$ cat config.mk
export PLATFORM = sky130hd
export DESIGN_NAME = calendar_date_add_days_flat
export DESIGN_NICKNAME = d
export VERILOG_FILES = /design/src/rtl/cda_pkg.sv /design/src/rtl/cda_in_if.sv /design/src/rtl/cda_out_if.sv /design/src/rtl/calendar_date_add_days.sv /design/src/rtl/cda_step.sv /design/src/flat_wrapper.sv
export SDC_FILE = /design/constraint.sdc
export NUM_CORES = 1
export LEC_CHECK = 0
export ABC_AREA = 1
export BUFFER_PORTS_ARGS = -buffer_cell sky130_fd_sc_hd__buf_2
export CAP_MARGIN = 10
export CELL_PAD_IN_SITES_DETAIL_PLACEMENT = 1
export CELL_PAD_IN_SITES_GLOBAL_PLACEMENT = 1
export CORE_MARGIN = 4
export CORE_UTILIZATION = 40
export CTS_CLUSTER_SIZE = 28
export DETAILED_ROUTE_END_ITERATION = 8
export PLACE_DENSITY_LB_ADDON = 0.2
export SETUP_SLACK_MARGIN = 0.02
export SLEW_MARGIN = 30
export SYNTH_ARGS = -nofsm -noshare
export SYNTH_HDL_FRONTEND = slang
export SYNTH_SLANG_ARGS = --single-unit
$ cat constraint.sdc
create_clock -name clk -period 3.01 [get_ports clk]
set_input_delay 0.301 -clock clk [delete_from_list [all_inputs] [get_ports clk]]
set_output_delay 0.301 -clock clk [all_outputs]
set_load 0.02 [all_outputs]
$ cat src/rtl/cda_pkg.sv
`timescale 1ns / 1ps

package cda_pkg;

	localparam int YEAR_W  = 14;
	localparam int MONTH_W = 4;
	localparam int DAY_W   = 5;
	localparam int DELTA_W = 16;
	localparam int YACC_W  = 16;
	localparam int DACC_W  = 17;

	localparam logic [MONTH_W-1:0] M_JAN = 4'd1;
	localparam logic [MONTH_W-1:0] M_FEB = 4'd2;
	localparam logic [MONTH_W-1:0] M_APR = 4'd4;
	localparam logic [MONTH_W-1:0] M_JUN = 4'd6;
	localparam logic [MONTH_W-1:0] M_SEP = 4'd9;
	localparam logic [MONTH_W-1:0] M_NOV = 4'd11;
	localparam logic [MONTH_W-1:0] M_DEC = 4'd12;

	localparam logic signed [YACC_W-1:0] YEAR_MAX = 16'sd9999;

	typedef struct packed {
		logic signed [YACC_W-1:0] year;
		logic [MONTH_W-1:0]       month;
		logic signed [DACC_W-1:0] day;
	} cda_date_t;

	typedef struct packed {
		cda_date_t nxt;
		logic      fin;
	} cda_step_t;

	function automatic logic [DAY_W-1:0] month_len(input logic [1:0] year_lsb,
			input logic [MONTH_W-1:0] month);
		logic [DAY_W-1:0] len;
		unique case (month)
			M_FEB: len = (year_lsb == 2'd0) ? 5'd29 : 5'd28;
			M_APR, M_JUN, M_SEP, M_NOV: len = 5'd30;
			default: len = 5'd31;
		endcase
		return len;
	endfunction

endpackage

$ cat src/rtl/cda_in_if.sv
`timescale 1ns / 1ps

interface cda_in_if;
	logic        valid;
	logic        ready;
	logic [13:0] year;
	logic [3:0]  month;
	logic [4:0]  day;
	logic signed [15:0] days_delta;

	modport source (output valid, year, month, day, days_delta, input ready);
	modport sink   (input valid, year, month, day, days_delta, output ready);
endinterface

$ cat src/rtl/cda_out_if.sv
`timescale 1ns / 1ps

interface cda_out_if;
	logic        valid;
	logic        ready;
	logic [13:0] result_year;
	logic [3:0]  result_month;
	logic [4:0]  result_day;
	logic        out_of_range;

	modport source (output valid, result_year, result_month, result_day, out_of_range,
		input ready);
	modport sink   (input valid, result_year, result_month, result_day, out_of_range,
		output ready);
endinterface

$ cat src/rtl/calendar_date_add_days.sv
`timescale 1ns / 1ps

// Calendar date adder, Julian leap rule (every fourth year).
// Input channel din carries one date (year, month, day) and a signed day
// offset per beat; output channel dout carries one result beat per input:
// the shifted date and out_of_range. When the result year leaves 0..9999,
// or the input month is not 1..12, out_of_range is set and the input date
// is echoed.
// The date is normalized one calendar month per cycle by a single shared
// add/compare unit. An accepted item is stepped once per month boundary
// crossed (0 to about 1080 for the full offset range), and then its
// result is written to the output register.
// din.ready is high only while no item is in work, one item at a time.
// A finished result sits in an output register; a new item may be taken
// while it waits. If dout stalls, the next result holds in the sequencer
// until the register frees, and din stays low meanwhile.
// arst_n clears the sequencer state and the output valid; the data registers are not reset.
module calendar_date_add_days
	import cda_pkg::*;
(
	input  logic        clk,
	input  logic        arst_n,
	cda_in_if.sink      din,
	cda_out_if.source   dout
);

	localparam logic [0:0] ST_IDLE = 1'b0;
	localparam logic [0:0] ST_RUN  = 1'b1;

	logic [0:0]         state_q;
	cda_date_t          cur_q;
	logic               back_q;
	logic [YEAR_W-1:0]  yin_q;
	logic [MONTH_W-1:0] min_q;
	logic [DAY_W-1:0]   din_q;
	logic               out_valid_q;
	logic [YEAR_W-1:0]  res_year_q;
	logic [MONTH_W-1:0] res_month_q;
	logic [DAY_W-1:0]   res_day_q;
	logic               res_oor_q;

	cda_step_t          step;
	logic               accept;
	logic               mvalid;
	logic               fin_now;
	logic               out_free;
	logic               load_out;
	logic               bad;
	logic signed [DACC_W-1:0] start_day;

	cda_step u_step (
		.cur  (cur_q),
		.back (back_q),
		.res  (step)
	);

	assign accept    = din.valid && din.ready;
	assign start_day = $signed({{(DACC_W-DAY_W){1'b0}}, din.day})
		+ $signed({din.days_delta[DELTA_W-1], din.days_delta});
	assign mvalid    = (min_q >= M_JAN) && (min_q <= M_DEC);
	assign fin_now   = !mvalid || step.fin;
	assign out_free  = !out_valid_q || dout.ready;
	assign load_out  = (state_q == ST_RUN) && fin_now && out_free;
	assign bad       = !mvalid || (cur_q.year < 16'sd0) || (cur_q.year > YEAR_MAX);

	assign din.ready         = (state_q == ST_IDLE);
	assign dout.valid        = out_valid_q;
	assign dout.result_year  = res_year_q;
	assign dout.result_month = res_month_q;
	assign dout.result_day   = res_day_q;
	assign dout.out_of_range = res_oor_q;

	always_ff @(posedge clk or negedge arst_n) begin
		if (!arst_n) begin
			state_q     <= ST_IDLE;
			out_valid_q <= 1'b0;
		end else begin
			unique case (state_q)
				ST_IDLE: if (accept) state_q <= ST_RUN;
				ST_RUN:  if (load_out) state_q <= ST_IDLE;
				default: state_q <= ST_IDLE;
			endcase
			if (load_out) begin
				out_valid_q <= 1'b1;
			end else if (dout.ready) begin
				out_valid_q <= 1'b0;
			end
		end
	end

	always_ff @(posedge clk) begin
		if (accept) begin
			cur_q.year  <= {{(YACC_W-YEAR_W){1'b0}}, din.year};
			cur_q.month <= din.month;
			cur_q.day   <= start_day;
			back_q      <= (start_day < 17'sd1);
			yin_q       <= din.year;
			min_q       <= din.month;
			din_q       <= din.day;
		end else if (state_q == ST_RUN && !fin_now) begin
			cur_q <= step.nxt;
		end
		if (load_out) begin
			if (bad) begin
				res_year_q  <= yin_q;
				res_month_q <= min_q;
				res_day_q   <= din_q;
				res_oor_q   <= 1'b1;
			end else begin
				res_year_q  <= cur_q.year[YEAR_W-1:0];
				res_month_q <= cur_q.month;
				res_day_q   <= cur_q.day[DAY_W-1:0];
				res_oor_q   <= 1'b0;
			end
		end
	end

`ifndef SYNTHESIS
	a_accept_starts: assert property (@(posedge clk) disable iff (!arst_n)
		accept |=> (state_q == ST_RUN))
		else $error("accepted beat did not start work");

	a_month_ok: assert property (@(posedge clk) disable iff (!arst_n)
		(dout.valid && !dout.out_of_range) |->
			(dout.result_month >= M_JAN && dout.result_month <= M_DEC))
		else $error("result month out of range");

	a_day_ok: assert property (@(posedge clk) disable iff (!arst_n)
		(dout.valid && !dout.out_of_range) |->
			(dout.result_day != 5'd0 && dout.result_day <= month_len(
				dout.result_year[1:0], dout.result_month)))
		else $error("result day invalid for its month");

	a_year_ok: assert property (@(posedge clk) disable iff (!arst_n)
		(dout.valid && !dout.out_of_range) |-> (dout.result_year <= 14'd9999))
		else $error("result year above limit without out_of_range");

	a_run_month: assert property (@(posedge clk) disable iff (!arst_n)
		(state_q == ST_RUN && mvalid) |-> (cur_q.month >= M_JAN && cur_q.month <= M_DEC))
		else $error("month register left 1..12 during stepping");
`endif

endmodule

$ cat src/rtl/cda_step.sv
`timescale 1ns / 1ps

module cda_step
	import cda_pkg::*;
(
	input  cda_date_t cur,
	input  logic      back,
	output cda_step_t res
);

	logic [DAY_W-1:0]         len_fwd;
	logic [DAY_W-1:0]         len_bwd;
	logic [MONTH_W-1:0]       m_prev;
	logic [MONTH_W-1:0]       m_next;
	logic signed [YACC_W-1:0] y_prev;
	logic signed [YACC_W-1:0] y_next;
	logic signed [DACC_W-1:0] len_f_ext;
	logic signed [DACC_W-1:0] len_b_ext;
	logic signed [DACC_W-1:0] addend;
	logic signed [DACC_W-1:0] sum;

	always_comb begin
		m_prev = (cur.month == M_JAN) ? M_DEC : cur.month - 4'd1;
		y_prev = (cur.month == M_JAN) ? cur.year - 16'sd1 : cur.year;
		m_next = (cur.month == M_DEC) ? M_JAN : cur.month + 4'd1;
		y_next = (cur.month == M_DEC) ? cur.year + 16'sd1 : cur.year;

		len_fwd = month_len(cur.year[1:0], cur.month);
		len_bwd = month_len(y_prev[1:0], m_prev);
		len_f_ext = {{(DACC_W-DAY_W){1'b0}}, len_fwd};
		len_b_ext = {{(DACC_W-DAY_W){1'b0}}, len_bwd};

		// single shared adder: add previous length going back, subtract current going forward
		addend = back ? len_b_ext : -len_f_ext;
		sum    = cur.day + addend;

		if (back) begin
			res.fin       = (cur.day >= 17'sd1);
			res.nxt.year  = y_prev;
			res.nxt.month = m_prev;
		end else begin
			res.fin       = (cur.day <= len_f_ext);
			res.nxt.year  = y_next;
			res.nxt.month = m_next;
		end
		res.nxt.day = sum;
	end

endmodule

$ cat src/flat_wrapper.sv
// flat-port wrapper written by rule: the top's interface ports become plain ports
module calendar_date_add_days_flat import cda_pkg::*;
  (clk, arst_n, din_valid, din_year, din_month, din_day, din_days_delta, din_ready, dout_valid, dout_result_year, dout_result_month, dout_result_day, dout_out_of_range, dout_ready);
  cda_in_if din_i ();
  cda_out_if dout_i ();
  input  logic clk;
  input  logic arst_n;
  input wire logic [$bits(din_i.valid)-1:0] din_valid;
  input wire logic [$bits(din_i.year)-1:0] din_year;
  input wire logic [$bits(din_i.month)-1:0] din_month;
  input wire logic [$bits(din_i.day)-1:0] din_day;
  input wire logic [$bits(din_i.days_delta)-1:0] din_days_delta;
  output wire logic [$bits(din_i.ready)-1:0] din_ready;
  output wire logic [$bits(dout_i.valid)-1:0] dout_valid;
  output wire logic [$bits(dout_i.result_year)-1:0] dout_result_year;
  output wire logic [$bits(dout_i.result_month)-1:0] dout_result_month;
  output wire logic [$bits(dout_i.result_day)-1:0] dout_result_day;
  output wire logic [$bits(dout_i.out_of_range)-1:0] dout_out_of_range;
  input wire logic [$bits(dout_i.ready)-1:0] dout_ready;
  assign din_i.valid = din_valid;
  assign din_i.year = din_year;
  assign din_i.month = din_month;
  assign din_i.day = din_day;
  assign din_i.days_delta = din_days_delta;
  assign din_ready = din_i.ready;
  assign dout_valid = dout_i.valid;
  assign dout_result_year = dout_i.result_year;
  assign dout_result_month = dout_i.result_month;
  assign dout_result_day = dout_i.result_day;
  assign dout_out_of_range = dout_i.out_of_range;
  assign dout_i.ready = dout_ready;
  calendar_date_add_days u_core (.clk(clk), .arst_n(arst_n), .din(din_i), .dout(dout_i));
endmodule
### Word level (Yosys, flattened, before mapping)

Cells that the tools add are included.

| cells by class | value |
|---|---|
| add/sub/neg operators | 7 |
| multipliers | 0 |
| divide/modulo/power cells | 0 |
| magnitude comparators | 7 |
| equality and inequality tests | 14 |
| shift-type cells | 0 |
| multiplexer cells | 22 |
| bitwise operators | 1 |
| reduce and logical (&&, ||, !) cells | 23 |

Operators with widths:

| cell | count |
|---|---|
| 35-bit two-way mux | 2 |
| 16-bit two-way mux | 2 |
| 4-bit == test (second input constant) | 5 |
| 20-bit two-way mux | 1 |
| 17-bit adder | 1 |
| 6-bit by 16-bit adder with 17-bit output | 1 |
| 17-bit by 2-bit greater-or-equal comparator with 1-bit output (second input constant) | 1 |
| 17-bit by 6-bit <= comparator with 1-bit output | 1 |
| 17-bit by 2-bit < comparator with 1-bit output (second input constant) | 1 |
| 17-bit two-way mux | 1 |
| 5-bit negation with 17-bit output | 1 |
| 16-bit by 2-bit adder with 16-bit output (second input constant) | 1 |
| 4-bit by 3-bit == test with 1-bit output (second input constant) | 4 |
| 16-bit by 15-bit > comparator with 1-bit output (second input constant) | 1 |
| 16-bit by 1-bit < comparator with 1-bit output (second input constant) | 1 |
| 16-bit by 2-bit subtractor with 16-bit output (second input constant) | 1 |
| 14-bit two-way mux | 1 |
| 4-bit two-way mux | 3 |
| 4-bit by 2-bit == test with 1-bit output (second input constant) | 2 |
| 1-bit two-way mux | 8 |
| 2-bit case mux with 2 select lines | 2 |
| 4-bit OR reduction | 2 |
| 3-bit AND reduction | 2 |
| 2-bit nonzero test | 3 |
| 16 further kinds | 26 |

| word-level totals | value |
|---|---|
| register bits | 87 |
| bits in latches | 0 |
| bits in writable memories | 0 |
| bits in read-only memories | 0 |
| bits of input ports | 43 |
| output and inout bits | 26 |
| memories | 0 |

### Logic depth before layout (Yosys ltp)

Gate-level depths: netlist (run 1).

| logic depth | value |
|---|---|
| depth after elaboration | 10 |
| mapped depth | 23 |

### By module

Synthesis (run 1) repeated with hierarchy kept, for this count alone.

| unflattened totals | value |
|---|---|
| cell total of the unflattened synthesis | 824 |
| area total of the unflattened synthesis | 6262.3 µm² |

By module, submodules not included:

| module | times used | cells each | area each (µm²) | seq. area each (µm²) |
|---|---|---|---|---|
| calendar_date_add_days | 1 | 435 | 4159.0 | 2582.5 |
| cda_step | 1 | 389 | 2103.3 | 0.0 |

### Worst setup path after synthesis (run 1)

Ideal clock, no wire load.

| timing | value |
|---|---|
| path kind | register to register |
| start point | reg u_core.cur_q[17] (netlist bit) |
| end point | reg u_core.cur_q[12] (netlist bit) (data pin) |
| library setup time | 0.268 ns |
| arrival time | 2.990 ns |
| required time | 2.742 ns |
| setup slack | -0.248 ns |
| cell stages (with the launch flop) | 20 |
| path buffers | 0 |
| cell sequence | edfxtp_1 > inv_1 > ha_1 > and2_1 > nand2_1 > and3_1 > inv_1 > ha_1 > nor2_1 > a21oi_1 > fa_1 > nand2_1 > nand2_1 > o21ai_0 > o21ai_0 > nand2_1 > nand2_1 > or2_2 > nand3_1 > o21ai_0 |

| on the way | value |
|---|---|
| longest elaborated chain between the ends | 9 |

Ends and longest elaborated chain:

| element | RTL line | RTL |
|---|---|---|
| start: declaration | calendar_date_add_days.sv:31 | `cda_date_t cur_q;` |
| start signal: assignment | calendar_date_add_days.sv:101 | `cur_q <= step.nxt;` |
| 4-bit by 1-bit subtractor with 4-bit output / 4-bit by 1-bit == test with 1-bit output (equally long branches) | cda_step.sv:23, cda_step.sv:24 |  |
| 4-bit two-way mux / 16-bit two-way mux (equally long branches) | cda_step.sv:23, cda_step.sv:24 |  |
| 4-bit by 3-bit == test with 1-bit output (tied with other cells) | cda_pkg.sv:36 | `unique case (month)` |
| 4-bit OR reduction / 1-bit two-way mux (equally long branches) | cda_pkg.sv:36, cda_pkg.sv:37 |  |
| 2-bit case mux with 2 select lines | cda_pkg.sv:36 |  |
| 17-bit two-way mux * | cda_step.sv:34 | `addend = back ? len_b_ext : -len_f_ext;` |
| 17-bit adder * | cda_step.sv:35 | `sum = cur.day + addend;` |
| 35-bit two-way mux * | calendar_date_add_days.sv:100 | `end else if (state_q == ST_RUN && !fin_now) begin` |
| 35-bit two-way mux * | calendar_date_add_days.sv:92 | `if (accept) begin` |

Every way passes the cells marked *; elsewhere a longest branch is shown, timed or not. The select of a mux whose other input is x is not followed.
A chain may end at the register's enable or synchronous reset.

### Final worst setup path (run 1)

Same ends and word-level chain as after synthesis.

==> results list, run 1 <==
- Result of the run: complete, but fails checks
- Failing checks: setup timing
- CTS sink count: 87
* Critical-path cell list: buf_6 -> ha_4 -> o21ai_1 -> nand2_4 -> nor2_4 -> nand2_2 -> o221ai_2 -> mux2i_1 -> ha_2 -> fa_2 -> nand2_2 -> nand2_2 -> o21ai_4 -> o21ai_2 -> nand2_1 -> nand2_2 -> or2_4 -> nand3_1 -> o21ai_1
- The number of failing hold endpoints at the final stage was 0.
- Yosys Warn Count: 0
* Total detailed-routing wirelength: 19.5 mm
- For met3 alone, demand over resource in global routing was 4.31%.
- At the pin with the least slew margin, the transition time is 0.732 ns.
- Y dimension of the die: 131 µm
- After detailed placement, the total cell area comes to just under 7000 µm².
* Number of standard-cell rows in the floorplan: 44
- After layout, the worst path uses 104% of the clock period.
* Slowest-stage cell, CP: sky130_fd_sc_hd__edfxtp_1
- Setup repair after global routing missed its margin: true
- Counting flops with a built-in enable in the synthesized netlist gives 83.
- HPWL after DPL: 13.4 mm
- Of all nets on the critical path, the largest fanout is 4.
* Shortest clock period the worst path allows after layout: 3.14 ns
- Buffers placed on the I/O ports in this run total around 70.
* Worst voltage drop across the vdd grid: 0.000449 V
* Clock-pin slew reported for the worst setup and hold paths after clock tree synthesis: 0.06 ns
- Headroom to the max-slew limit came out at between 50% and 60%.
- Summed over all instances, the cell type with the most area after synthesis is sky130_fd_sc_hd__edfxtp_1.
- Cell-internal power: 0.00505 W
* Net Count, Synth: between 800 and 900
- Initial antenna violation count: 0
* Cell with the most instances on the worst path: sky130_fd_sc_hd__nand2_2
* Reg2Reg Launch Point: u_core.cur_q[17]
* Worst stage delay on the critical path: 0.42 ns
- Clock share of power: 13.6%
- Per report_power, the sequential group accounts for 26.8% of the total.
* Average vias per placed instance: 5.40
- 0 antenna diodes ended up in the layout.
- Data on the critical path arrives at its endpoint at 3.22 ns.
- Main synth FF type: sky130_fd_sc_hd__edfxtp_1
* Fin Clk Skew: 0.00688 ns
- Summing the areas of all compound-gate instances in the mapped netlist gives 13.8% of the synthesized area.
* Count of H-tree levels built during CTS: 3
* Final max-slew violation count: 0
* Worst setup path startpoint: u_core.cur_q[17]
- Cell area power density: roughly 1200 nW/µm²
* Total global-route track usage: 23.4%
* Final std cell area, no fill: slightly below 8000 µm²
- Of the post-synthesis cell area, the part taken by muxes is less than 1%.
- The number of buffers and inverters on the critical path is 1.
- The number of global-route vias before repair came to 6258.
- Post-Synth Simple-Gate Area: 25.4%
* Global routing met1 resource utilization: around 25%
* TritonCTS clock tree: yes
- In the post-synthesis netlist, the biggest area contributors are sky130_fd_sc_hd__edfxtp_1 41%, sky130_fd_sc_hd__nand2_1 12%, sky130_fd_sc_hd__ha_1 6.6%.
* Net switching power of the design: 0.00392 W
- Type of origin of the critical path: flip-flop
- Area Growth Syn to Fin: 29.1%
* Xor/xnor share of the synthesized area: under 10%
- The synthesized design contains 87 register bits.
- Initial standard-cell utilization of the core: 41.2%
- Max-cap violations: 0
* Max frequency: between 300 and 400 MHz
- Total congestion overflow: 0
* Fraction of layout cells with a size suffix above 1: 28.1%
- PnR worst setup slack: -0.128 ns
* Detailed-routing iteration count for the pre-antenna-repair pass: 4
- Worst Min Path Start: din_year[1]
- CTS Root Cell: sky130_fd_sc_hd__clkbuf_16
* P_leak: 3.35 nW
* Sort of element at the end of the critical path: flip-flop
* Final net count: 941
* Worst slack, placed: -0.330 ns
- Total die area: 17100 µm²
* Main combinational cell family by area after synthesis: simple AND/OR/NAND/NOR gates
- Clk buf depth: 2
* Cells after Synth: 739
- Number of library cell types mapped by synthesis: 44
- Post-synthesis adder-cell area fraction: 7.31%
- The clock reaches the later pin of the worst-skew pair after between 0.3 and 0.4 ns.
- After synthesis the cells add up to about 6000 µm².
- By count the netlist is led by 188 x sky130_fd_sc_hd__nand2_1, 83 x sky130_fd_sc_hd__edfxtp_1, 78 x sky130_fd_sc_hd__inv_1.
* Most instantiated library cell after synthesis: sky130_fd_sc_hd__nand2_1
* Sequential cell area fraction in the yosys report: 42.8%
- Summing over every cut layer, the via total after detailed routing is 5687.
- Most Used Layer, Global Route: met2
- Top delay family on crit path: simple AND/OR/NAND/NOR gates
- STA puts the critical path data required time at 3.09 ns.
* Floorplan core area: 14600 µm²
- TritonCTS created 9 clock buffers.
* Top Ports: between 60 and 70
- Proportion of register bits with asynchronous set or reset after synthesis: 2.30%
- In the global route stage, met2 resource usage came out at 44.5%.
* Relative contribution of combinational cells to total power: 59.7%
* Worst Setup Path Type: reg2reg
- The first global-routing pass estimated 30.8 mm of wire.
- Averaged over all synthesized cells, the footprint is 8.16 µm².
* Yosys top cell area share: 41.4%
* Residual DRC count: 0
- The min-delay analysis places its worst path in the category in2reg.
- The detail route stage leaves a number of antenna-violating nets equal to 0.
* Routability-driven placement congestion ratio: roughly 0.85
- Final Setup Violations: 9
- Routed wirelength normalized by instance count: ~19 µm
- Die X: approximately 130 µm
- The detailed router finished its first iteration with between 200 and 300 violations.
- Entering global routing, the biggest net connects 46 pins.
- Of the total power, the share spent switching nets is a little over two fifths.
==> path summary, 6_finish.rpt <==
kind / to / slack (ns) / depth (start not counted)
worst max-delay path: u_core.cur_q[12] / -0.13 / 19
worst min-delay path: u_core.yin_q[1] / 0.14 / 1
worst max register to register: u_core.cur_q[12] / -0.13 / 19
worst min register to register: u_core.dout.result_year[13] / 0.53 / 2
max in group asynchronous: u_core.dout.valid / 2.62 / 2
min in group asynchronous: u_core.state_q / 0.29 / 2
==> registers in the layout, indices dropped and copies added (netlist names), 4 cells and up <==
register                  flops
u_core.dout.result_year      14
u_core.dout.result_day        5
u_core.din_q                  5
u_core.cur_q                 37
u_core.dout.result_month      4
u_core.yin_q                 14
u_core.min_q                  4
==> worst reg2reg max path: cells and delay by family (launching register included) <==
kind	cells	cell delay, ns
and+or+nand+nor	9	0.92
adders and majority gates	3	0.73
buffers and inverters	1	0.16
AOI/OAI and AO/OA	5	0.55
muxes	1	0.11
DFF	1	0.42
==> cells in the final DEF, fill, tap and decap left out, types with 4 or more instances in the layout <==
master	n
sky130_fd_sc_hd__nand3_1	42
sky130_fd_sc_hd__o211ai_1	6
sky130_fd_sc_hd__a21oi_1	29
sky130_fd_sc_hd__ha_4	8
sky130_fd_sc_hd__buf_2	68
sky130_fd_sc_hd__buf_4	41
sky130_fd_sc_hd__nor3_1	5
sky130_fd_sc_hd__nand2_2	15
sky130_fd_sc_hd__nor2_2	8
sky130_fd_sc_hd__buf_12	5
sky130_fd_sc_hd__xor2_1	16
sky130_fd_sc_hd__edfxtp_1	83
sky130_fd_sc_hd__a31oi_1	6
sky130_fd_sc_hd__buf_6	12
sky130_fd_sc_hd__nand3_2	6
sky130_fd_sc_hd__inv_1	71
sky130_fd_sc_hd__nor2_1	68
sky130_fd_sc_hd__ha_1	23
sky130_fd_sc_hd__clkbuf_16	9
sky130_fd_sc_hd__xnor2_1	5
sky130_fd_sc_hd__o221ai_1	4
sky130_fd_sc_hd__o21ai_2	19
sky130_fd_sc_hd__nor2_4	7
sky130_fd_sc_hd__o21ai_1	12
sky130_fd_sc_hd__nand2_1	174
sky130_fd_sc_hd__nand4_1	13
sky130_fd_sc_hd__inv_2	12
sky130_fd_sc_hd__o21ai_0	41
sky130_fd_sc_hd__o21bai_1	4
==> layout make-up <==
| class | count | area [µm²] |
|---|---|---|
| clock inverters | 5 | 82.6 |
| clock buffers | 11 | 233 |
| multi-input cells | 552 | 3350 |
| inverters | 84 | 318 |
| fillers | 1772 | 6870 |
| well taps | 184 | 230 |
| flip-flops and latches | 87 | 2580 |
| repair buffers | 130 | 981 |
==> what timing repair did <==
action,4_1_cts,5_1_grt
pin swaps,16,33
buffers inserted,23,6
endpoints found under the hold margin,2,0
endpoints found under the setup margin,49,74
resized for setup,53,38
hold buffers,1,0
gates cloned,4,0
==> per-stage QoR <==
stage	hold WS (ns)	power (W)	utilization [%]	setup TNS, ns	instances
after global placement	0.0857	0.00634	46.6	-1.27	1007
final	0.142	0.00898	53.1	-0.698	1053
after detailed placement	0.0919	0.00655	46.6	-2.91	1007
after floorplan	0.00541	0.00509	-	-0.00427	739
after global routing	0.133	0.00963	53.1	-5.20	1053
after CTS	0.133	0.00865	52.3	-0.723	1051
==> power groups by stage <==
stage | clock [W] | sequential [W] | combinational, W
floorplan | 0 | 0.00253 | 0.00256
global placement | 0 | 0.00240 | 0.00394
detailed placement | 0 | 0.00243 | 0.00412
CTS | 0.00124 | 0.00239 | 0.00503
global route | 0.00129 | 0.00245 | 0.00589
finish | 0.00122 | 0.00240 | 0.00536
==> kinds of logic after synthesis <==
| group | Yosys count |
|---|---|
| compound gates | 138 |
| xor+xnor | 24 |
| flops | 87 |
| simple gates | 355 |
| fa+ha+maj | 34 |
| buf+inv | 100 |
| mux | 1 |
==> layer usage <==
metal / part of all wire, % / vias up / wire (µm)
li1: - / 2765 / -
met4: 3.6 / 0 / 698
met2: 54 / 117 / 10400
met3: 4.1 / 47 / 793
met5: 0 / - / 0
met1: 39 / 2758 / 7580
Note: power is estimated with default switching activity, not from simulation.
==> run 2, diff against run 1 <==
--- a/config.mk
+++ b/config.mk
@@ -11,7 +11,7 @@
 export CELL_PAD_IN_SITES_DETAIL_PLACEMENT = 1
 export CELL_PAD_IN_SITES_GLOBAL_PLACEMENT = 1
 export CORE_MARGIN = 4
-export CORE_UTILIZATION = 40
+export CORE_UTILIZATION = 45
 export CTS_CLUSTER_SIZE = 28
 export DETAILED_ROUTE_END_ITERATION = 8
 export PLACE_DENSITY_LB_ADDON = 0.2
==> constraint.sdc (replaced) <==
create_clock -name clk -period 3.27 [get_ports clk]
set_input_delay 0.327 -clock clk [delete_from_list [all_inputs] [get_ports clk]]
set_output_delay 0.327 -clock clk [all_outputs]
set_load 0.02 [all_outputs]
==> run 2 against run 1 <==
Compared with the run above:
- the flow still finishes with violations (setup timing)
- worst setup slack better by 0.091 ns
- largest cell class unchanged
- wire length decreased by 3.3%
- first-iteration DRC count rose by 31%
- non-clock buffer count up 3
- clock skew is 0.0026 ns higher
- sequential share of layout area increased by 0.80 points
- fmax decreased by 5.1%
- sequential power shrank 7%
- worst hold slack improved by 0.017 ns
- global-route usage up 0.75 points
- via count is 0.21% higher
==> results list, run 2 (synthesized netlist as in run 1, its figures left out) <==
* Result of the run: complete, but fails checks
- The checks that failed: setup timing.
- Final max-slew violation count: 0 (unchanged)
- Detail Route met3 WL: 659 µm (-17%)
- The leakage power of the design is 3.30 nW (-1.4%).
* Most used cells in the layout excluding fill and tap cells: 178 x sky130_fd_sc_hd__nand2_1, 83 x sky130_fd_sc_hd__edfxtp_1, 72 x sky130_fd_sc_hd__inv_1
- The register with the most flip-flops in the final layout is u_core.cur_q.
- Wire length of the first global-routing pass: 28.8 mm (-6.4%)
- The area of the placeable core came to 13200 µm² (-9.9%).
* Highest metal used: met4
- Number of global-route vias before repair: 6165 (-1.5%)
* Detailed-routing iteration count for the pre-antenna-repair pass: 4 (unchanged)
- PnR worst setup slack: -0.0367 ns (+0.0912 ns)
- The share of final-layout standard cells stronger than drive strength 1 came to 27.1% (-1.0 points).
- The layout net count was 944 (+0.32%).
- Initial standard-cell utilization of the core: 45.7% (+4.5 points)
- Sort of element at the end of the critical path: flip-flop
- Worst EP arrival: 3.39 ns (+0.17 ns)
- Clk buf depth: 2 (unchanged)
- Worst Hold Margin: 0.159 ns (+0.0169 ns)
- The routed length per placed instance was 18.0 µm (-2.9%).
* Cell area power density: 1040 nW/µm² (-10%)
* Transition at the pin with the smallest max-transition slack: 0.657 ns (-0.0749 ns)
* Y dimension of the die: 124 µm (-5.4%)
- The number of flip-flops under the largest register name is 37 (unchanged).
- Number of vias in the routed layout: 5699 (+0.21%)
- Residual DRC count: 0 (unchanged)
- Among all stages on the critical path, the largest delay is contributed by sky130_fd_sc_hd__edfxtp_1.
- The data required time at the worst endpoint is 3.36 ns (+0.27 ns).
- The worst hold path begins at din_year[12].
* Total global-route track usage: 24.1% (+0.75 points)
* Worst-path maximum fanout: 4 (unchanged)
* Relative slew slack: 56.1% (+5.0 points)
- The maximum cell stage delay along the critical path is 0.44 ns (+0.02 ns).
- CTS Root Cell: sky130_fd_sc_hd__clkbuf_16
* Reg2Reg Launch Point: u_core.cur_q[17]
- Initial antenna violation count: 0 (unchanged)
* Max-cap violations: 0 (unchanged)
- Initial DRC count: 351 (+31%)
- The total negative slack came to -0.0400 ns (+0.658 ns).
- Number of standard-cell rows in the floorplan: 42 (-4.5%)
* TritonCTS clock tree: yes
- The wire length on met1 came to 7.41 mm (-2.2%).
- Average vias per placed instance: 5.44 (+0.69%)
* Count of H-tree levels built during CTS: 3 (unchanged)
- The period utilization is 101% (-3.1 points).
* Top Registers: u_core.cur_q: 37 flops, u_core.dout.result_year: 14 flops, u_core.yin_q: 14 flops
* Total congestion overflow: 0 (unchanged)
* Routability-driven placement congestion ratio: 0.855 (+1.1%)
- The final-report setup violation count came to 2 (-7).
- The setup skew after layout is 0.00946 ns (+0.00258 ns).
- The largest net degree at the start of global routing came to 48 (+4.3%).
* Type of origin of the critical path: flip-flop
- The antenna cell count came to 0 (unchanged).
- The number of failing hold endpoints at the final stage is 0 (unchanged).
- Clock-pin slew reported for the worst setup and hold paths after clock tree synthesis: 0.07 ns (about the same)
* Worst setup path startpoint: u_core.cur_q[17]
- The number of buffers inserted during clock tree synthesis is 9 (unchanged).
* Path category of the worst min-delay check: in2reg
* Combined buffer and inverter count along the critical path: 3 (+2)
- The setup path with the least slack is of type reg2reg.
- The final cell utilization of the core was 57.6% (+4.5 points).
- Cell with the most instances on the worst path: sky130_fd_sc_hd__nand2_2
- Total detailed-routing wirelength: 18.9 mm (-3.3%)
* Number of nets with antenna violations after detailed routing: 0 (unchanged)
- Met2 wire length: 10.1 mm (-3.0%)
- Number of inserted filler cells in the final layout: 1616 (-8.8%)
- Most common cell after layout, fill and taps aside: sky130_fd_sc_hd__nand2_1
* Shortest clock period the worst path allows after layout: 3.31 ns (+0.169 ns)
* Number of port buffers: 68 (unchanged)
- Top delay family on crit path: simple AND/OR/NAND/NOR gates
* HPWL after DPL: 13.5 mm (+0.50%)
- Worst voltage drop across the vdd grid: 0.000377 V (-16%)
* Setup repair after global routing missed its margin: true
- The clock sink count came to 87 (unchanged).
- Clock network latency to the later pin of the worst-skew pair: 0.36 ns (about the same)
- Total die area: 15300 µm² (-10%)
- Max frequency: 302 MHz (-5.1%)
- Die X: 124 µm (-5.4%)
- Top Ports: 69 (unchanged)
* Critical-path cell list: inv_2 -> buf_12 -> ha_4 -> xnor2_2 -> nand2_2 -> inv_2 -> nand2_2 -> nor2_2 -> nand2_1 -> o221ai_2 -> mux2i_1 -> ha_2 -> fa_2 -> nand2_2 -> nand2_2 -> o21ai_4 -> o21ai_2 -> nand2_1 -> nand2_2 -> or2_4 -> nand3_2 -> o21ai_1
- Relative to the synthesized area, the layout overhead comes to 26.0%.
==> run 2: cell types whose count changed in the layout (fill, tap and decap cells not counted), moves of 4 or more <==
cell / before / now
sky130_fd_sc_hd__buf_6: 12 / 3
sky130_fd_sc_hd__nand2_1: 174 / 178
sky130_fd_sc_hd__o21ai_1: 12 / 16
sky130_fd_sc_hd__buf_4: 41 / 56
==> run 2: layer usage <==
metal  global-route usage (%)  vias up
met2                     46.5      129
met1                     25.8     2752
met4                     11.6        0
met5                        0        -
met3                     2.86       52
li1                         -     2766
==> run 2: worst register-to-register path: cells and delay by family (launching register included) <==
kind            cells  cell delay [ns]
simple gates       10             1.01
fa+ha+maj           3             0.72
flops               1             0.44
buf+inv             3             0.34
compound gates      4             0.30
mux                 1             0.13
xor+xnor            1             0.11
==> run 2: final cells by class <==
cell class                 count  area [µm²]  area share (%)
inverter                      84         315            4.15
multi-input combinational    552        3270            43.1
clock buffer                   9         225            2.96
sequential                    87        2580            34.0
timing repair buffer         133         915            12.0
tap                          176         220            2.90
clock inverter                 7        63.8           0.840
==> run 2: final timing paths <==
kind,to,slack (ns),cells past startpoint
setup / recovery,u_core.cur_q[12],-0.04,22
hold reg to reg,u_core.dout.result_day[3],0.53,2
max in group asynchronous,u_core.dout.valid,2.89,2
hold / removal,u_core.yin_q[12],0.16,1
setup reg to reg,u_core.cur_q[12],-0.04,22
min in group asynchronous,u_core.state_q,0.29,2
==> run 2: repair_timing <==
| action | CTS | global route |
|---|---|---|
| setup endpoints to repair | 12 | 49 |
| setup buffers | 6 | 15 |
| resized for setup | 23 | 51 |
| endpoints found under the hold margin | 2 | 0 |
| pin swaps | 7 | 24 |
| hold buffers | 1 | 0 |
| gates cloned | 0 | 3 |
==> run 2: power breakdown <==
part	switching (W)	internal [W]
Clock	0.000457	0.000586
Sequential	0.000310	0.00191
Combinational	0.00273	0.00190
==> run 2: stage by stage <==
step,setup WS [ns],std cells,total power [W],area [µm²]
after global routing,-0.248,1048,0.00850,7600
after detailed placement,-0.337,1007,0.00600,6830
after global placement,-0.131,1007,0.00582,6830
final,-0.0367,1048,0.00789,7600
after CTS,-0.00816,1030,0.00727,7230
after floorplan,0.0549,739,0.00465,6030
==> run 3, diff against run 2 <==
--- a/config.mk
+++ b/config.mk
@@ -11,12 +11,14 @@
 export CELL_PAD_IN_SITES_DETAIL_PLACEMENT = 1
 export CELL_PAD_IN_SITES_GLOBAL_PLACEMENT = 1
 export CORE_MARGIN = 4
-export CORE_UTILIZATION = 45
+export CORE_UTILIZATION = 44
 export CTS_CLUSTER_SIZE = 28
 export DETAILED_ROUTE_END_ITERATION = 8
+export GPL_ROUTABILITY_DRIVEN = 1
 export PLACE_DENSITY_LB_ADDON = 0.2
 export SETUP_SLACK_MARGIN = 0.02
 export SLEW_MARGIN = 30
 export SYNTH_ARGS = -nofsm -noshare
 export SYNTH_HDL_FRONTEND = slang
+export SYNTH_HIERARCHICAL = 1
 export SYNTH_SLANG_ARGS = --single-unit
==> run 3 against run 2 <==
Compared with the run above:
- the flow now finishes without violations
- first-iteration DRC count fell by 36%
- die area rose by 5.9%
- worst hold slack improved by 0.0025 ns
- clock power barely moved
- synthesized cell count rose by 12%
- total power fell by 2.8%
- via count rose by 1.3%
- critical path depth fell by 7
- sequential power rose by 9%
- wire length fell by 4.2%
- cell count rose by 3.9%
- design area fell by 4.1%
- highest routed layer unchanged
==> results list, run 3 <==
- The flow ran to the end, and the final reports show no timing, DRC or antenna violations.
- Detailed-routing iteration count for the pre-antenna-repair pass: 4 (unchanged)
- Number of port buffers: 68 (unchanged)
- Number of vias in the routed layout: 5771 (+1.3%)
- Cell area power density: 1050 nW/µm² (+1.3%)
* Number of global-route vias before repair: 6106 (-0.96%)
- The period utilization is 96.1% (-5.0 points).
- The internal cell power was 0.00408 W (-7.2%).
* Sort of element at the end of the critical path: flip-flop
- The tightest min-delay check is of the in2reg type.
- The cell total after placement is 1062 (+5.5%).
- The relative contribution of the clock network to total power is 13.7% (+0.5 points).
* Net switching power of the design: 0.00359 W (+2.7%)
- Relative slew slack: 48.4% (-7.6 points)
* Max frequency: 318 MHz (+5.2%)
- The worst slack at placement came to -0.0646 ns (+0.273 ns).
* Final net count: 980 (+3.8%)
- The number of buffers inserted during clock tree synthesis is 9 (unchanged).
- Setup repair after global routing could not meet its margin everywhere.
- Initial antenna violation count: 0 (unchanged)
* CTS sink count: 87 (unchanged)
* Most common cell after layout, fill and taps aside: sky130_fd_sc_hd__nand2_1
- Synth cell count leaders: 303 x sky130_fd_sc_hd__nand2_1, 91 x sky130_fd_sc_hd__inv_1, 83 x sky130_fd_sc_hd__edfxtp_1
* Max reg flops: 37 (unchanged)
* Fin Clk Skew: 0.00998 ns (+0.000520 ns)
- The non-filler instance count after layout was 1089 (+3.9%).
- The largest net degree at the start of global routing is 51 (+6.3%).
* Net Count, Synth: 901 (+10%)
- The starting density of the core is 44.9% (-0.75 points).
- For this run, the leading register cell type out of synthesis is sky130_fd_sc_hd__edfxtp_1.
* Area Growth Syn to Fin: 16.4%
- The final-report setup violation count is 0 (-2).
- TritonCTS built the clock tree.
- The area of the placeable core came to 13900 µm² (+5.6%).
- The data required time at the worst endpoint came to 3.36 ns (about the same).
- The clock transition at the registers of the reported paths was 0.07 ns (about the same).
- More flip-flops sit in one register than any other, and that register is u_core/cur_q.
- Cells after Synth: 824 (+12%)
- The weighted congestion at the end of routability-driven global placement came to 0.899 (+5.1%).
- The maximum clock path buffer count came to 2 (unchanged).
- The H-tree depth reported by CTS was 3 (unchanged).
- Worst Hold Margin: 0.162 ns (+0.00248 ns)
- The final worst setup slack came to 0.127 ns (+0.164 ns).
* Shortest clock period the worst path allows after layout: 3.14 ns (-0.164 ns)
- The share of the synthesized area in the top cell type came to 39.8% (-1.6 points).
- Most instantiated library cell after synthesis: sky130_fd_sc_hd__nand2_1
* Total global-route track usage: 22.2% (-1.9 points)
- The mean area per synthesized cell is 7.60 µm² (-6.8%).
- The proportion of power drawn by flip-flops and latches came to 31.6% (+3.5 points).
- By startpoint and endpoint, the worst setup path is classified as reg2reg.
- HPWL after DPL: 13.6 mm (+0.67%)
- Top cell type by total area after synthesis: sky130_fd_sc_hd__edfxtp_1
* Y dimension of the die: 127 µm (+2.9%)
- The pin slew with the least headroom to its limit was 0.772 ns (+0.115 ns).
* Worst-path maximum fanout: 5 (+1)
- The switching share of power is 46.8% (+2.5 points).
- Clock network latency to the later pin of the worst-skew pair: 0.35 ns (about the same)
- Proportion of register bits with asynchronous set or reset after synthesis: 2.30% (unchanged)
- Residual DRC count: 0 (unchanged)
* Wire length of the first global-routing pass: 29.2 mm (+1.3%)
- Aggregate negative setup slack: 0 ns (+0.0400 ns)
* Most used cells in the layout excluding fill and tap cells: 297 x sky130_fd_sc_hd__nand2_1, 89 x sky130_fd_sc_hd__inv_1, 83 x sky130_fd_sc_hd__edfxtp_1
- The routed length per placed instance came to 16.6 µm (-7.8%).
* Initial DRC count: 224 (-36%)
* Final max-slew violation count: 0 (unchanged)
* Total congestion overflow: 0 (unchanged)
* Die X: 127 µm (+2.9%)
* CTS Root Cell: sky130_fd_sc_hd__clkbuf_16
* Fraction of layout cells with a size suffix above 1: 16.9% (-10 points)
- The yosys synthesis warning count came to 6 (+6).
- Top Registers: u_core/cur_q: 37 flops, u_core/dout.result_year: 14 flops, u_core/yin_q: 14 flops
- Top Ports: 69 (unchanged)
- The arrival time at the worst endpoint was 3.23 ns (-0.16 ns).
- Core Util, Final: 52.3% (-5.3 points)
* Total die area: 16200 µm² (+5.9%)
* Number of library cell types mapped by synthesis: 42 (-4.5%)
* Final Hold Violating Endpoints: 0 (unchanged)
- Type of origin of the critical path: flip-flop
- FF+latch count, synth: 87 (unchanged)
* Relative contribution of combinational cells to total power: 54.7% (-4.0 points)
* Total detailed-routing wirelength: 18.1 mm (-4.2%)
- Number of enable flip-flop cells after synthesis: 83 (unchanged)
* Number of nets with antenna violations after detailed routing: 0 (unchanged)
- The sequential element share of the synthesized area is 41.2% (-1.6 points).
- Number of standard-cell rows in the floorplan: 43 (+2.4%)
* Cell types with the largest area share after synthesis: sky130_fd_sc_hd__edfxtp_1 40%, sky130_fd_sc_hd__nand2_1 18%, sky130_fd_sc_hd__ha_1 6.4%
* P_leak: 3.49 nW (+5.9%)
- Worst voltage drop across the vdd grid: 0.000381 V (+1.3%)
- The combined area of all synthesized cells is 6260 µm² (+3.9%).
- The max-cap violation count is 0 (unchanged).
* Average vias per placed instance: 5.30 (-2.5%)
## run 3: cell count changes in the layout (fill, tap and decap cells not counted), sizes merged, moves of 3 or more
cell | previous run | this run
nor2 | 83 | 76
o221ai | 5 | 1
nand4 | 13 | 10
nand2 | 191 | 309
a21oi | 33 | 22
inv | 84 | 94
buf | 130 | 85
xnor2 | 7 | 4
nand3 | 48 | 63
o21bai | 5 | 1
o21ai | 73 | 55
## run 3: routing by layer
layer / global-route usage, % / share of wire (%)
met1: 25.1 / 42
met2: 42.5 / 53
met3: 3.72 / 3.2
met4: 6.81 / 2.4
met5: 0 / 0
## run 3: final cells by class
type	instances	area, µm²
Antenna cell	1	2.50
Fill cell	1759	6650
Inverter	93	349
Sequential cell	87	2580
Timing Repair Buffer	87	527
Clock buffer	9	225
Tap cell	180	225
Multi-Input combinational cell	625	3300
Clock inverter	7	71.3
## run 3: power groups by stage
stage / Clock [W] / Sequential, W / Combinational [W]
final: 0.00105 / 0.00242 / 0.00420
after global routing: 0.00113 / 0.00248 / 0.00470
after CTS: 0.00107 / 0.00241 / 0.00392
after detailed placement: 0 / 0.00243 / 0.00386
after global placement: 0 / 0.00240 / 0.00367
after floorplan: 0 / 0.00249 / 0.00267
## run 3: kinds of logic after synthesis
kind of cell               Yosys count  synth area share [%]
buffers and inverters              112                  7.53
xor gates and xnor gates            22                  3.08
and+or+nand+nor                    476                  32.9
AOI/OAI and AO/OA                   93                  8.19
adders and majority gates           34                  7.03
DFF                                 87                  41.2
## run 3: path summary, 6_finish.rpt
path / from / cells past startpoint / to / slack [ns]
worst max-delay path: u_core/cur_q[17] / 15 / u_core/cur_q[14] / 0.13
worst min register to register: u_core/yin_q[9] / 2 / u_core/dout.result_year[9] / 0.53
min in group asynchronous: arst_n / 2 / u_core/dout.valid / 0.34
worst max register to register: u_core/cur_q[17] / 15 / u_core/cur_q[14] / 0.13
worst min-delay path: din_year[7] / 1 / u_core/yin_q[7] / 0.16
max in group asynchronous: arst_n / 2 / u_core/state_q / 2.84
## run 3: worst max-delay path, stage by stage (launching register included)
cell,delay (ns)
sky130_fd_sc_hd__edfxtp_1,0.49
sky130_fd_sc_hd__ha_2,0.28
sky130_fd_sc_hd__o211ai_1,0.28
sky130_fd_sc_hd__nand3_2,0.16
sky130_fd_sc_hd__ha_1,0.20
sky130_fd_sc_hd__or2_2,0.32
sky130_fd_sc_hd__ha_4,0.31
sky130_fd_sc_hd__nand2_1,0.06
sky130_fd_sc_hd__nand2_1,0.09
sky130_fd_sc_hd__nand2_2,0.09
sky130_fd_sc_hd__o21ai_2,0.19
sky130_fd_sc_hd__nand3_2,0.10
sky130_fd_sc_hd__nand3_1,0.08
sky130_fd_sc_hd__nand2_1,0.07
sky130_fd_sc_hd__nand2_1,0.07
sky130_fd_sc_hd__o21ai_0,0.07
## run 3: what timing repair did
item | CTS | global route
buffers inserted | 1 | 6
pin swaps | 0 | 6
hold buffers | 1 | 0
endpoints found under the setup margin | 41 | 72
endpoints found under the hold margin | 2 | 0
gates resized for setup | 3 | 27
cloned | 0 | 2
## run 3: per-stage QoR
| stage | cell area, µm² | total power (W) |
|---|---|---|
| after global placement | 6790 | 0.00607 |
| after CTS | 7110 | 0.00740 |
| final | 7290 | 0.00767 |
| after global routing | 7280 | 0.00831 |
| after floorplan | 6260 | 0.00516 |
| after detailed placement | 6790 | 0.00629 |
